`src/rtl/core/sfst_pkg.sv`:
```
`timescale 1ns / 1ps
// ---------------------------------------------------------------------------
// sfst_pkg
// Shared constants and types of the Sobel focus sweep tracker.
// ---------------------------------------------------------------------------
package sfst_pkg;

  localparam int MAX_WIDTH    = 64;
  localparam int HEIGHT_LIMIT = 64;
  localparam int NUM_STEPS    = 16;
  localparam int BORDER       = 1;
  localparam int MIN_GEOM     = 3;

  localparam int COL_W      = $clog2(MAX_WIDTH);
  localparam int ROW_W      = $clog2(HEIGHT_LIMIT);
  localparam int PIX_W      = 8;
  localparam int STEP_W     = 4;
  localparam int GEOM_W     = 7;
  localparam int SUM_W      = 31;
  localparam int BEST_W     = 32;
  localparam int IDX_W      = 5;
  localparam int GRAD_W     = 11;
  localparam int SQ_W       = 20;
  localparam int TERM_W     = SQ_W + 1;
  localparam int CFG_IDX_W  = 2;
  localparam int CFG_DATA_W = 32;

  typedef enum logic [CFG_IDX_W-1:0] {
    REG_WIDTH     = 2'd0,
    REG_HEIGHT    = 2'd1,
    REG_THRESHOLD = 2'd2
  } cfg_reg_t;

  // Per-pixel control that travels with an item down the pipe.
  typedef struct packed {
    logic              interior;
    logic              last;
    logic [STEP_W-1:0] step;
  } pix_ctl_t;

endpackage

```
`src/rtl/core/sfst_ram.sv`:
```
`timescale 1ns / 1ps
// ---------------------------------------------------------------------------
// sfst_ram
// Generic single-write, single-read RAM with registered read data.
// ---------------------------------------------------------------------------
module sfst_ram #(
  parameter int WIDTH = 8,
  parameter int DEPTH = 64
) (
  input  logic                     clk,
  input  logic                     we,
  input  logic [$clog2(DEPTH)-1:0] waddr,
  input  logic [WIDTH-1:0]         wdata,
  input  logic                     re,
  input  logic [$clog2(DEPTH)-1:0] raddr,
  output logic [WIDTH-1:0]         rdata
);

  logic [WIDTH-1:0] mem [DEPTH];

  always_ff @(posedge clk) begin
    if (we) begin
      mem[waddr] <= wdata;
    end
    if (re) begin
      rdata <= mem[raddr];
    end
  end

endmodule

```
`src/rtl/core/sfst_window.sv`:
```
`timescale 1ns / 1ps
// ---------------------------------------------------------------------------
// sfst_window
// 3x3 window shift and Sobel energy Gx^2 + Gy^2 of the shifted window.
// ---------------------------------------------------------------------------
module sfst_window (
  input  logic                         clk,
  input  logic                         rst,
  input  logic                         shift,
  input  logic [sfst_pkg::PIX_W-1:0]   top,
  input  logic [sfst_pkg::PIX_W-1:0]   mid,
  input  logic [sfst_pkg::PIX_W-1:0]   bot,
  output logic [sfst_pkg::TERM_W-1:0]  term
);

  // Two stored columns; the incoming one completes the window.
  logic [sfst_pkg::PIX_W-1:0] lcol [3];
  logic [sfst_pkg::PIX_W-1:0] rcol [3];

  logic signed [sfst_pkg::GRAD_W-1:0]   gx_pos, gx_neg, gy_pos, gy_neg, gx, gy;
  logic signed [2*sfst_pkg::GRAD_W-1:0] gx_sq, gy_sq;

  always_ff @(posedge clk) begin
    if (rst) begin
      for (int i = 0; i < 3; i++) begin
        lcol[i] <= '0;
        rcol[i] <= '0;
      end
    end else if (shift) begin
      for (int i = 0; i < 3; i++) begin
        lcol[i] <= rcol[i];
      end
      rcol[0] <= top;
      rcol[1] <= mid;
      rcol[2] <= bot;
    end
  end

  always_comb begin
    gx_pos = sfst_pkg::GRAD_W'(top) + (sfst_pkg::GRAD_W'(mid) << 1) + sfst_pkg::GRAD_W'(bot);
    gx_neg = sfst_pkg::GRAD_W'(lcol[0]) + (sfst_pkg::GRAD_W'(lcol[1]) << 1)
           + sfst_pkg::GRAD_W'(lcol[2]);
    gy_pos = sfst_pkg::GRAD_W'(lcol[0]) + (sfst_pkg::GRAD_W'(rcol[0]) << 1)
           + sfst_pkg::GRAD_W'(top);
    gy_neg = sfst_pkg::GRAD_W'(lcol[2]) + (sfst_pkg::GRAD_W'(rcol[2]) << 1)
           + sfst_pkg::GRAD_W'(bot);
    gx     = gx_pos - gx_neg;
    gy     = gy_pos - gy_neg;
    gx_sq  = gx * gx;
    gy_sq  = gy * gy;
    term   = {1'b0, gx_sq[sfst_pkg::SQ_W-1:0]} + {1'b0, gy_sq[sfst_pkg::SQ_W-1:0]};
  end

endmodule

```
`src/rtl/core/sfst_tracker.sv`:
```
`timescale 1ns / 1ps
// ---------------------------------------------------------------------------
// sfst_tracker
// Saturating energy sum, best contrast/step update and result register.
// ---------------------------------------------------------------------------
module sfst_tracker (
  input  logic                          clk,
  input  logic                          rst,
  input  logic                          restart,
  input  logic [sfst_pkg::SUM_W-1:0]    threshold,
  input  logic                          take,
  input  sfst_pkg::pix_ctl_t            ctl,
  input  logic [sfst_pkg::TERM_W-1:0]   term,
  input  logic                          out_stall,
  output logic                          out_valid,
  output logic [sfst_pkg::SUM_W-1:0]    region_contrast,
  output logic signed [sfst_pkg::BEST_W-1:0] best_contrast,
  output logic signed [sfst_pkg::IDX_W-1:0]  best_step,
  output logic                          improved
);

  logic [sfst_pkg::SUM_W-1:0]         energy_sum;
  logic signed [sfst_pkg::BEST_W-1:0] best_energy, best_energy_next;
  logic signed [sfst_pkg::IDX_W-1:0]  best_index, best_index_next;
  logic                               improved_next;

  logic [sfst_pkg::SUM_W:0]           sum_full;
  logic [sfst_pkg::SUM_W-1:0]         total;
  logic                               above_best, above_thr, stale;
  logic [sfst_pkg::SUM_W+3:0]         total_x5, best_x3;

  always_comb begin
    sum_full = {1'b0, energy_sum};
    if (ctl.interior) begin
      sum_full = {1'b0, energy_sum} + (sfst_pkg::SUM_W+1)'(term);
    end
    // saturate at 2^31-1
    total = sum_full[sfst_pkg::SUM_W] ? '1 : sum_full[sfst_pkg::SUM_W-1:0];

    above_best = $signed({2'b00, total}) > $signed({best_energy[sfst_pkg::BEST_W-1], best_energy});
    above_thr  = total > threshold;
    // 0.6 rule: 5*total < 3*best
    total_x5   = ((sfst_pkg::SUM_W+4)'(total) << 2) + (sfst_pkg::SUM_W+4)'(total);
    best_x3    = ((sfst_pkg::SUM_W+4)'(best_energy[sfst_pkg::SUM_W-1:0]) << 1)
               + (sfst_pkg::SUM_W+4)'(best_energy[sfst_pkg::SUM_W-1:0]);
    stale      = (ctl.step == '0) && (best_index == '0) && (total_x5 < best_x3);

    best_energy_next = best_energy;
    best_index_next  = best_index;
    improved_next    = 1'b0;
    priority if (above_best && above_thr) begin
      best_energy_next = sfst_pkg::BEST_W'(total);
      best_index_next  = sfst_pkg::IDX_W'(ctl.step);
      improved_next    = 1'b1;
    end else if (stale) begin
      if (above_thr) begin
        best_energy_next = sfst_pkg::BEST_W'(total);
        best_index_next  = '0;
        improved_next    = 1'b1;
      end else begin
        best_energy_next = '1;
        best_index_next  = '1;
      end
    end
  end

  always_ff @(posedge clk) begin
    if (rst) begin
      energy_sum  <= '0;
      best_energy <= '1;
      best_index  <= '1;
      out_valid   <= 1'b0;
    end else begin
      if (restart) begin
        energy_sum <= '0;
      end else if (take) begin
        energy_sum <= ctl.last ? '0 : total;
      end
      if (take && ctl.last) begin
        best_energy <= best_energy_next;
        best_index  <= best_index_next;
        out_valid   <= 1'b1;
      end else if (!out_stall) begin
        out_valid <= 1'b0;
      end
    end
  end

  always_ff @(posedge clk) begin
    if (take && ctl.last) begin
      region_contrast <= total;
      best_contrast   <= best_energy_next;
      best_step       <= best_index_next;
      improved        <= improved_next;
    end
  end

endmodule

```
`src/rtl/core/sobel_focus_sweep_tracker.sv`:
```
`timescale 1ns / 1ps
// ---------------------------------------------------------------------------
// sobel_focus_sweep_tracker
// Tenengrad (Sobel energy) focus measure of one region, with best-step tracking.
// ---------------------------------------------------------------------------
// Pixels of one region arrive in raster order, one transfer per clock unless
// stalled. Two row RAMs (one read and one write per cycle each) hold the two
// rows above the current one; a 3x3 window forms Gx and Gy on interior pixels,
// and Gx^2+Gy^2 is summed with saturation at 2^31-1. On the region's last pixel
// one result leaves: the region total, the best contrast and step so far
// (-1 = none) and an improved flag. Sustained rate is one pixel per clock while
// the result channel is not stalled, set by the single RAM read port per row;
// a result passes the input register, energy register and result register in
// turn. The row RAMs need no clearing pass: a valid bit per column, cleared at
// reset, makes an unwritten entry read as zero, so pixels are taken right after
// reset. Writing region_width or region_height restarts the region counts and
// sum; configuration is taken at any time (cfg_ready is tied high) but is meant
// to be written only while the block is idle.
// ---------------------------------------------------------------------------
module sobel_focus_sweep_tracker (
  input  logic                                clk,
  input  logic                                rst,
  // pixel channel
  input  logic                                in_valid,
  output logic                                in_stall,
  input  logic [sfst_pkg::PIX_W-1:0]          pixel,
  input  logic [sfst_pkg::STEP_W-1:0]         focus_step,
  // result channel
  output logic                                out_valid,
  input  logic                                out_stall,
  output logic [sfst_pkg::SUM_W-1:0]          region_contrast,
  output logic signed [sfst_pkg::BEST_W-1:0]  best_contrast,
  output logic signed [sfst_pkg::IDX_W-1:0]   best_step,
  output logic                                improved,
  // configuration write channel
  input  logic                                cfg_valid,
  output logic                                cfg_ready,
  input  logic [sfst_pkg::CFG_IDX_W-1:0]      cfg_index,
  input  logic [sfst_pkg::CFG_DATA_W-1:0]     cfg_data
);

  // Configuration: geometry is kept as clamped last column / last row.
  logic [sfst_pkg::COL_W-1:0] col_last;
  logic [sfst_pkg::ROW_W-1:0] row_last;
  logic [sfst_pkg::SUM_W-1:0] threshold;
  logic                       cfg_write, restart;
  logic [31:0]                geom_val;
  logic [sfst_pkg::COL_W-1:0] col_last_next;
  logic [sfst_pkg::ROW_W-1:0] row_last_next;

  // Raster position of the next pixel.
  logic [sfst_pkg::COL_W-1:0] col_count;
  logic [sfst_pkg::ROW_W-1:0] row_count;

  // Stage 1: accepted pixel waiting for its row RAM data.
  logic                        in_accept;
  logic                        s1_valid, s1_advance, s1_fire;
  logic [sfst_pkg::PIX_W-1:0]  s1_pixel;
  logic [sfst_pkg::COL_W-1:0]  s1_col;
  logic                        s1_hit_mid, s1_hit_top;
  sfst_pkg::pix_ctl_t          s1_ctl, in_ctl;
  logic [sfst_pkg::STEP_W-1:0] step_clamped;

  // Row RAMs and their per-column valid bits.
  logic [sfst_pkg::PIX_W-1:0]     mid_rd, top_rd, mid_pix, top_pix;
  logic [sfst_pkg::MAX_WIDTH-1:0] mid_vld, top_vld;

  // Stage 2: energy term of the pixel.
  logic [sfst_pkg::TERM_W-1:0] term, s2_term;
  logic                        s2_valid, s2_advance;
  sfst_pkg::pix_ctl_t          s2_ctl;

  // ---------------- configuration ----------------
  assign cfg_ready = 1'b1;
  assign cfg_write = cfg_valid && cfg_ready;
  assign geom_val  = 32'(cfg_data[sfst_pkg::GEOM_W-1:0]);

  always_comb begin
    // clamp width to [3, MAX_WIDTH] and height to [3, HEIGHT_LIMIT]
    priority if (geom_val < 32'(sfst_pkg::MIN_GEOM)) begin
      col_last_next = sfst_pkg::COL_W'(sfst_pkg::MIN_GEOM - 1);
    end else if (geom_val > 32'(sfst_pkg::MAX_WIDTH)) begin
      col_last_next = sfst_pkg::COL_W'(sfst_pkg::MAX_WIDTH - 1);
    end else begin
      col_last_next = sfst_pkg::COL_W'(geom_val - 32'd1);
    end
    priority if (geom_val < 32'(sfst_pkg::MIN_GEOM)) begin
      row_last_next = sfst_pkg::ROW_W'(sfst_pkg::MIN_GEOM - 1);
    end else if (geom_val > 32'(sfst_pkg::HEIGHT_LIMIT)) begin
      row_last_next = sfst_pkg::ROW_W'(sfst_pkg::HEIGHT_LIMIT - 1);
    end else begin
      row_last_next = sfst_pkg::ROW_W'(geom_val - 32'd1);
    end
  end

  always_comb begin
    restart = 1'b0;
    if (cfg_write) begin
      unique case (cfg_index)
        sfst_pkg::REG_WIDTH:  restart = 1'b1;
        sfst_pkg::REG_HEIGHT: restart = 1'b1;
        default:              restart = 1'b0;
      endcase
    end
  end

  always_ff @(posedge clk) begin
    if (rst) begin
      col_last  <= sfst_pkg::COL_W'(sfst_pkg::MAX_WIDTH - 1);
      row_last  <= sfst_pkg::ROW_W'(sfst_pkg::HEIGHT_LIMIT - 1);
      threshold <= '0;
    end else if (cfg_write) begin
      unique case (cfg_index)
        sfst_pkg::REG_WIDTH:     col_last  <= col_last_next;
        sfst_pkg::REG_HEIGHT:    row_last  <= row_last_next;
        sfst_pkg::REG_THRESHOLD: threshold <= cfg_data[sfst_pkg::SUM_W-1:0];
        default: ;  // drop writes to unknown registers
      endcase
    end
  end

  // ---------------- pipeline control ----------------
  // Hold stage 2 only when it carries a result and the result register is full and stalled.
  assign s2_advance = !(s2_valid && s2_ctl.last && out_valid && out_stall);
  assign s1_advance = !s2_valid || s2_advance;
  assign s1_fire    = s1_valid && s1_advance;
  assign in_stall   = s1_valid && !s1_advance;
  assign in_accept  = in_valid && !in_stall;

  always_comb begin
    step_clamped = focus_step;
    if (32'(focus_step) > 32'(sfst_pkg::NUM_STEPS - 1)) begin
      step_clamped = sfst_pkg::STEP_W'(sfst_pkg::NUM_STEPS - 1);
    end
    in_ctl.interior = (32'(col_count) >= 32'(2 * sfst_pkg::BORDER))
                   && (32'(row_count) >= 32'(2 * sfst_pkg::BORDER));
    in_ctl.last     = (col_count == col_last) && (row_count == row_last);
    in_ctl.step     = step_clamped;
  end

  // Raster counters advance on every pixel transfer.
  always_ff @(posedge clk) begin
    if (rst || restart) begin
      col_count <= '0;
      row_count <= '0;
    end else if (in_accept) begin
      if (col_count == col_last) begin
        col_count <= '0;
        row_count <= (row_count == row_last) ? '0 : row_count + 1'b1;
      end else begin
        col_count <= col_count + 1'b1;
      end
    end
  end

  always_ff @(posedge clk) begin
    if (rst) begin
      s1_valid <= 1'b0;
    end else if (s1_advance) begin
      s1_valid <= in_accept;
    end
  end

  always_ff @(posedge clk) begin
    if (in_accept) begin
      s1_pixel   <= pixel;
      s1_col     <= col_count;
      s1_ctl     <= in_ctl;
      s1_hit_mid <= mid_vld[col_count];
      s1_hit_top <= top_vld[col_count];
    end
  end

  // ---------------- row storage ----------------
  // Never-written columns read as zero.
  assign mid_pix = s1_hit_mid ? mid_rd : '0;
  assign top_pix = s1_hit_top ? top_rd : '0;

  sfst_ram #(
    .WIDTH (sfst_pkg::PIX_W),
    .DEPTH (sfst_pkg::MAX_WIDTH)
  ) u_mid_row (
    .clk   (clk),
    .we    (s1_fire),
    .waddr (s1_col),
    .wdata (s1_pixel),
    .re    (in_accept),
    .raddr (col_count),
    .rdata (mid_rd)
  );

  sfst_ram #(
    .WIDTH (sfst_pkg::PIX_W),
    .DEPTH (sfst_pkg::MAX_WIDTH)
  ) u_top_row (
    .clk   (clk),
    .we    (s1_fire),
    .waddr (s1_col),
    .wdata (mid_pix),
    .re    (in_accept),
    .raddr (col_count),
    .rdata (top_rd)
  );

  always_ff @(posedge clk) begin
    if (rst) begin
      mid_vld <= '0;
      top_vld <= '0;
    end else if (s1_fire) begin
      mid_vld[s1_col] <= 1'b1;
      top_vld[s1_col] <= 1'b1;
    end
  end

  // ---------------- window and energy ----------------
  sfst_window u_window (
    .clk   (clk),
    .rst   (rst),
    .shift (s1_fire),
    .top   (top_pix),
    .mid   (mid_pix),
    .bot   (s1_pixel),
    .term  (term)
  );

  always_ff @(posedge clk) begin
    if (rst) begin
      s2_valid <= 1'b0;
    end else if (s1_advance) begin
      s2_valid <= s1_valid;
    end
  end

  always_ff @(posedge clk) begin
    if (s1_fire) begin
      s2_term <= term;
      s2_ctl  <= s1_ctl;
    end
  end

  // ---------------- sum, best tracking, result ----------------
  sfst_tracker u_tracker (
    .clk             (clk),
    .rst             (rst),
    .restart         (restart),
    .threshold       (threshold),
    .take            (s2_valid && s2_advance),
    .ctl             (s2_ctl),
    .term            (s2_term),
    .out_stall       (out_stall),
    .out_valid       (out_valid),
    .region_contrast (region_contrast),
    .best_contrast   (best_contrast),
    .best_step       (best_step),
    .improved        (improved)
  );

  // ---------------- assertions ----------------
  a_stall_needs_item: assert property (@(posedge clk) disable iff (rst)
    in_stall |-> s1_valid && s2_valid)
    else $error("input stalled without a blocked pipeline");

  a_counts_in_region: assert property (@(posedge clk) disable iff (rst)
    (col_count <= col_last) && (row_count <= row_last))
    else $error("raster counters outside the region");

  a_improved_is_best: assert property (@(posedge clk) disable iff (rst)
    out_valid && improved |->
      (best_contrast == $signed({1'b0, region_contrast})) && (best_step != '1))
    else $error("improved result does not match the stored best");

  a_none_is_paired: assert property (@(posedge clk) disable iff (rst)
    out_valid |-> ((best_step == '1) == (best_contrast == '1)))
    else $error("best step and best contrast disagree on none");

endmodule
```
`config.mk`:
```
export PLATFORM = sky130hd
export DESIGN_NAME = sobel_focus_sweep_tracker
export DESIGN_NICKNAME = d
export VERILOG_FILES = /design/src/rtl/core/sfst_pkg.sv /design/src/rtl/core/sfst_ram.sv /design/src/rtl/core/sfst_window.sv /design/src/rtl/core/sfst_tracker.sv /design/src/rtl/core/sobel_focus_sweep_tracker.sv
export SDC_FILE = /design/constraint.sdc
export NUM_CORES = 2
export LEC_CHECK = 0
export BUFFER_PORTS_ARGS = -buffer_cell sky130_fd_sc_hd__buf_2
export CAP_MARGIN = 15
export CORE_ASPECT_RATIO = 1.5
export CORE_MARGIN = 1
export CORE_UTILIZATION = 53
export DETAILED_ROUTE_END_ITERATION = 16
export GPL_TIMING_DRIVEN = 0
export PLACE_DENSITY = 0.69
export SYNTH_ARGS = -nofsm -noshare
export SYNTH_HDL_FRONTEND = slang
export SYNTH_SLANG_ARGS = --single-unit
```
`constraint.sdc`:
```
create_clock -name clk -period 12.7 [get_ports clk]
set_input_delay 0.635 -clock clk [delete_from_list [all_inputs] [get_ports clk]]
set_output_delay 0.635 -clock clk [all_outputs]
set_load 0.01 [all_outputs]
```
## Yosys cells after proc, flatten, opt, wreduce, memory -nomap -nowiden

Memory sizes are Yosys's and may differ from the RTL's. A register that Yosys moved wholly into a read port is not among the register bits.
Index checks and enable logic that the tools add are counted.
W data, S select, Z words.

| word-level totals | value |
|---|---|
| register bits | 372 |
| RAM bits | 1,072 |
| input bits | 51 |
| output and inout bits | 72 |
| memories kept | 4 |

| operators by class | value |
|---|---|
| add/sub/neg operators | 17 |
| $mul | 2 |
| magnitude comparators | 10 |
| eq/ne operators | 5 |
| mux-type cells | 39 |
| bitwise operators | 8 |
| reduce and logical (&&, ||, !) cells | 29 |

Memories:

| name | words | width | rd ports | clocked after Yosys merged registers in | wr ports | RTL line | text |
|---|---|---|---|---|---|---|---|
| u_mid_row.mem | 64 | 8 | 1 | 1 | 1 | sfst_ram.sv:19 | `logic [WIDTH-1:0] mem [DEPTH];` |
| u_top_row.mem | 64 | 8 | 1 | 1 | 1 | sfst_ram.sv:19 |  |
| u_window.lcol | 3 | 8 | 3 | 0 | 3 | sfst_window.sv:17 | `logic [sfst_pkg::PIX_W-1:0] lcol [3];` |
| u_window.rcol | 3 | 8 | 3 | 0 | 3 | sfst_window.sv:18 | `logic [sfst_pkg::PIX_W-1:0] rcol [3];` |

Operators by type and width:

| cell | count |
|---|---|
| $mux W32 | 4 |
| $or A64 B64 Y64 | 2 |
| $mux W8 | 8 |
| $mux W31 | 2 |
| $add A11 B8 Y11 | 4 |
| $add A8 B9 Y10 | 4 |
| $mul A11 B11 Y20 | 2 |
| $lt A35 B35 Y1 | 1 |
| $add A33 B31 Y34 | 1 |
| $add A32 B31 Y33 | 1 |
| $add A31 B21 Y32 | 1 |
| $gt A32 B32 Y1 | 1 |
| $gt A31 B31 Y1 | 1 |
| $mux W6 | 4 |
| $sub A11 B11 Y11 | 2 |
| $add A20 B20 Y21 | 1 |
| $mux W1 | 15 |
| $mux W5 | 3 |
| $logic_and A1 B1 Y1 | 14 |
| $lt A6 B7 Y1 const B | 2 |
| $add A6 B1 Y6 const B | 2 |
| $bmux W1 S6 | 2 |
| $eq A6 B6 Y1 | 2 |
| $ge A6 B2 Y1 const B | 2 |
| other kinds (16) | 29 |

## Longest topological paths before layout

| logic depth | value |
|---|---|
| word-level depth | 10 |
| depth in mapped cells | 47 |
| gate-level depth less buffers | 46 |

## Hierarchy

From an unflattened synthesis, not the netlist that was laid out.

| unflattened totals | value |
|---|---|
| cells, all modules | 5,418 |
| area total of the unflattened synthesis | 73,739.5 µm² |

By module, submodules not included:

| module | times used | cells each | area each (µm²) |
|---|---|---|---|
| sfst_ram | 2 | 940 | 20,246.9 |
| sfst_window | 1 | 1,295 | 12,429.4 |
| sfst_tracker | 1 | 1,300 | 11,604.9 |
| sobel_focus_sweep_tracker | 1 | 943 | 9,211.3 |

## Worst setup path before layout

OpenSTA, ideal clock, no wires.

| path | value |
|---|---|
| path kind | register to register |
| start | reg s1_hit_mid |
| end | reg s2_term[19] (netlist name) (data pin) |
| library setup time | 137 ps |
| arrival | 10,311 ps |
| required time | 12,563 ps |
| path slack | 2,252 ps |
| cell stages (with the launch flop) | 42 |
| clock period less this slack | 10,448 ps |
| cell sequence | edfxtp_1 > and2_1 > ha_1 > inv_1 > fa_1 > inv_1 > a21oi_1 > o21ai_0 > a21oi_1 > o21ai_0 > xor2_1 > fa_1 > inv_1 > fa_1 > inv_1 > ha_1 > a2111o_1 > nand4_1 > (+6 left out) > inv_1 > fa_1 > fa_1 > inv_1 > fa_1 > inv_1 > ha_1 > nand3_1 > nand2_1 > a41oi_1 > a211oi_1 > a31o_2 > a31oi_1 > xnor2_1 > ha_1 > inv_1 > a2111o_1 > nand4_1 |

| on the way | value |
|---|---|
| word-level cells in the longest chain between the ends | 6 |

Ends and longest elaborated chain:

| item | RTL line | text |
|---|---|---|
| start, declared | sobel_focus_sweep_tracker.sv:60 | `logic s1_hit_mid, s1_hit_top;` |
| start signal, assigned | sobel_focus_sweep_tracker.sv:169 | `s1_hit_mid <= mid_vld[col_count];` |
| $mux W8 | sobel_focus_sweep_tracker.sv:176 | `assign mid_pix = s1_hit_mid ? mid_rd : '0;` |
| net mid_pix (one bit) | sobel_focus_sweep_tracker.sv:65 | `logic [sfst_pkg::PIX_W-1:0] mid_rd, top_rd, mid_pix, top_pix;` |
| $add A8 B9 Y10 | sfst_window.sv:40 | `gx_pos = sfst_pkg::GRAD_W'(top) + (sfst_pkg::GRAD_W'(mid) << 1) + sfst_pkg::GRAD_W'(bot);` |
| $add A11 B8 Y11 | sfst_window.sv:40 |  |
| $sub A11 B11 Y11 | sfst_window.sv:47 | `gx = gx_pos - gx_neg;` |
| $mul A11 B11 Y20 | sfst_window.sv:49 | `gx_sq = gx * gx;` |
| $add A20 B20 Y21 | sfst_window.sv:51 | `term = {1'b0, gx_sq[sfst_pkg::SQ_W-1:0]} + {1'b0, gy_sq[sfst_pkg::SQ_W-1:0]};` |
| net term (one bit) | sobel_focus_sweep_tracker.sv:69 | `logic [sfst_pkg::TERM_W-1:0] term, s2_term;` |
| end signal, assigned | sobel_focus_sweep_tracker.sv:236 | `s2_term <= term;` |
| end, declared | sobel_focus_sweep_tracker.sv:69 |  |

The timed path passes the listed nets, and every way through them passes these cells.
A chain may end at the register's enable or synchronous reset.

## Final worst setup path

| path | value |
|---|---|
| start | reg s1_hit_mid |
| end | reg s2_term[20] (netlist name) (data pin) |

Same word-level chain as after synthesis.

==> impl_metrics.yaml <==
synthesis:
  synthesis.nets: 5709
  synth_seq_area_share: 0.5682
  yosysMostFrequentCell: "edfxtp_1"
  postSynthAreaPerCell_sq_um: 14.26
  synth_top_area_share: 0.4982
  syn_inst: 5098
  synth-edff-count: 1206
  synth.distinct_cells: 88
  synth_common_cells: "1206 x edfxtp_1, 556 x nor2_1, 509 x inv_1, 378 x mux4_2, 334 x ha_1"
  async_flop_share: 0
  yosysWarnings: 0
  ys_top_cells_by_area: "edfxtp_1 50%, mux4_2 12%, dfxtp_1 7.0%"
  synth.cell_area_sq_um: 72680
  yosys_register_bits: 1460
  synthFlopType: "edfxtp_1"
  yosys.area.top_type: "edfxtp_1"
critical_path:
  end_kind: "flop"
  worstPathRequired_ps: 13210
  setup.worst_path.class: "flop to flop"
  critPathLaunch: "s1_hit_mid"
  crit_slowest_cell: "and2_2"
  timing.rr.start: "s1_hit_mid"
  slowest_delay_ps: 700
  worstPathMaxFanout: 34
  arrival_ps: 12510
  r2r-end: "s2_term[20]"
  r2r_slack_ps: 700
  path_common_cell: "inv_1"
  r2r_cells: 45
  cp-start-kind: "flop"
min_path:
  hold_end: "threshold[25]"
  hp-start: "cfg_data[25]"
  hold_path_depth: 3
  hold_path_class: "input pin to flop"
floorplan:
  dieHeight_um: 455.6
  die-width_um: 304.4
  floorplan.io_pins: 123
  rows: 166
  start_util: 0.5335
  core_area_sq_um: 136300
  dieArea_sq_um: 138700
sta:
  post-route-period-util: 0.9452
  hold_viol: 0
  drv_slew: 0
  max_freq_mhz: 83.30
  grt_setup_unrepaired: "false"
  finalSetupViolCount: 0
  slew_headroom: 0.1805
  worst_pin_slew_ps: 1229
  clock_skew_ps: 50.63
  min_period_ps: 12000
  setup_ws_ps: 695.5
  whs_ps: 70.67
outcome:
  status: "completed"
clock_tree:
  clock_path_buffers: 3
  clk-insertion-delay-late_ps: 810
  h-tree-depth: 4
  cts_tree: "yes"
  numCtsBuffers: 139
  cts.sink_count: 1460
  post-cts-setup-buffers: 0
  cts.reportedPaths.clkPinSlew_ps: 70
  ctsRootBufferMaster: "clkbuf_16"
finish:
  final_util: 0.6053
  drive_gt1_frac: 0.1685
  area_delta_synth_final_pct: 13.46
  nets: 6087
global_routing:
  grt-ovfl-total: 0
  grt.total_usage: 0.2900
  grt_max_degree: 49
  grt_pass1_vias: 46307
  grt_antenna_before_repair: 10
  grt_pass1_wl_mm: 292.1
detailed_routing:
  drt-total-wl_mm: 198.3
  final_antenna_net_count: 0
  drtIter0Drc: 3843
  vias_per_cell: 6.032
  dr.pass1.iters: 8
  num_vias: 44386
  wl_per_cell_um: 26.95
  drc_errors: 0
placed_design:
  post-place-ws_ps: 821.9
  gp_congestion: 0.9962
  port_buffers: 120
  dpl.hpwl_mm: 147.2
flow_run:
  max-cap-violations: 0
==> per-layer routing <==
layer	part of all wire	vias to the layer above	routed length, um	GRT usage
li1	-	19585	-	-
met1	0.33	22400	64700	0.2948
met2	0.53	1761	105400	0.5295
met3	0.056	628	11110	0.04613
met4	0.086	12	17040	0.2215
met5	0.00046	-	91	0
==> cell families after synthesis <==
kind of cell    synth area share
buf+inv                  0.03684
other cells           0.00005159
flops                     0.5682
simple gates             0.06648
fa+ha+maj                 0.1197
mux                       0.1212
xor+xnor                 0.02508
compound gates           0.06237
==> placed cells by master, fill, tap and decap left out, types with 53 or more instances in the layout <==
cell type / synthesis / final
a211oi_1: 62 / 62
a22oi_1: 53 / 53
mux4_2: 378 / 378
ha_1: 334 / 334
nor2_2: 0 / 64
o21ai_0: 86 / 86
a21oi_1: 187 / 186
buf_2: 9 / 130
xnor2_1: 131 / 131
nor2_1: 556 / 492
dfxtp_1: 254 / 254
clkbuf_1: 120 / 147
clkbuf_16: 0 / 144
nand2_1: 230 / 229
xor2_1: 72 / 72
fa_1: 226 / 226
a21o_1: 89 / 89
edfxtp_1: 1206 / 1206
inv_1: 509 / 507
buf_8: 0 / 60
==> stage by stage <==
step           instance area, sq um  TNS (ps)  std cells
3_5_place_dp                  77610         0       7083
6_report                      82470         0       7358
2_1_floorplan                 72680         0       5098
4_1_cts                       82380         0       7348
5_1_grt                       82460         0       7354
3_3_place_gp                  75490     -1220       6982
==> worst max-delay path by stage <==
| stage | endpoint | cells after the start |
|---|---|---|
| 4_1_cts | s2_term[20] | 41 |
| 6_report | s2_term[20] | 45 |
| 3_3_place_gp | s2_term[20] | 44 |
| 3_5_place_dp | s2_term[20] | 45 |
| 2_1_floorplan | s2_term[19] | 41 |
| 5_1_grt | s2_term[20] | 42 |
==> repair_timing <==
item                      4_1_cts  5_1_grt
hold buffers                   11        0
gates resized for setup         0        0
hold endpoints to repair       11        0
==> final cells by class <==
type                    count  area (sq um)
flip-flops and latches   1460         41300
multi-input cells        2942         28890
plain buffers             179         733.2
fillers                 10265         53780
well taps                1764          2207
diodes                      5         12.51
clock buffers             182          3837
repair buffers            237          2718
inverters                 517          1947
clock inverters            72         827.0
==> state kept, by name (all words and copies together) (netlist names), 8 cells and up <==
name / flops
threshold: 31
s1_pixel: 8
u_tracker.energy_sum: 31
u_mid_row.rdata: 8
s2_term: 21
u_tracker.best_contrast: 32
u_tracker.best_energy: 32
u_top_row.mem: 512
u_window.rcol: 24
u_mid_row.mem: 512
u_tracker.region_contrast: 31
u_window.lcol: 24
mid_vld: 64
u_top_row.rdata: 8
top_vld: 64
==> worst max-delay path: cells and delay by family, from the launching register on <==
kind / cells / cell delay (ps)
adder cells (fa/ha/maj): 12 / 4890
AO/OA/AOI/OAI: 11 / 2540
AND/OR/NAND/NOR: 6 / 1370
buffers and inverters: 13 / 1260
XOR/XNOR: 3 / 1140
flip-flops: 1 / 480
Power is left out: the tool's default activity adds up to more than one toggle a clock period on the data nets, which glitch-free logic cannot reach.
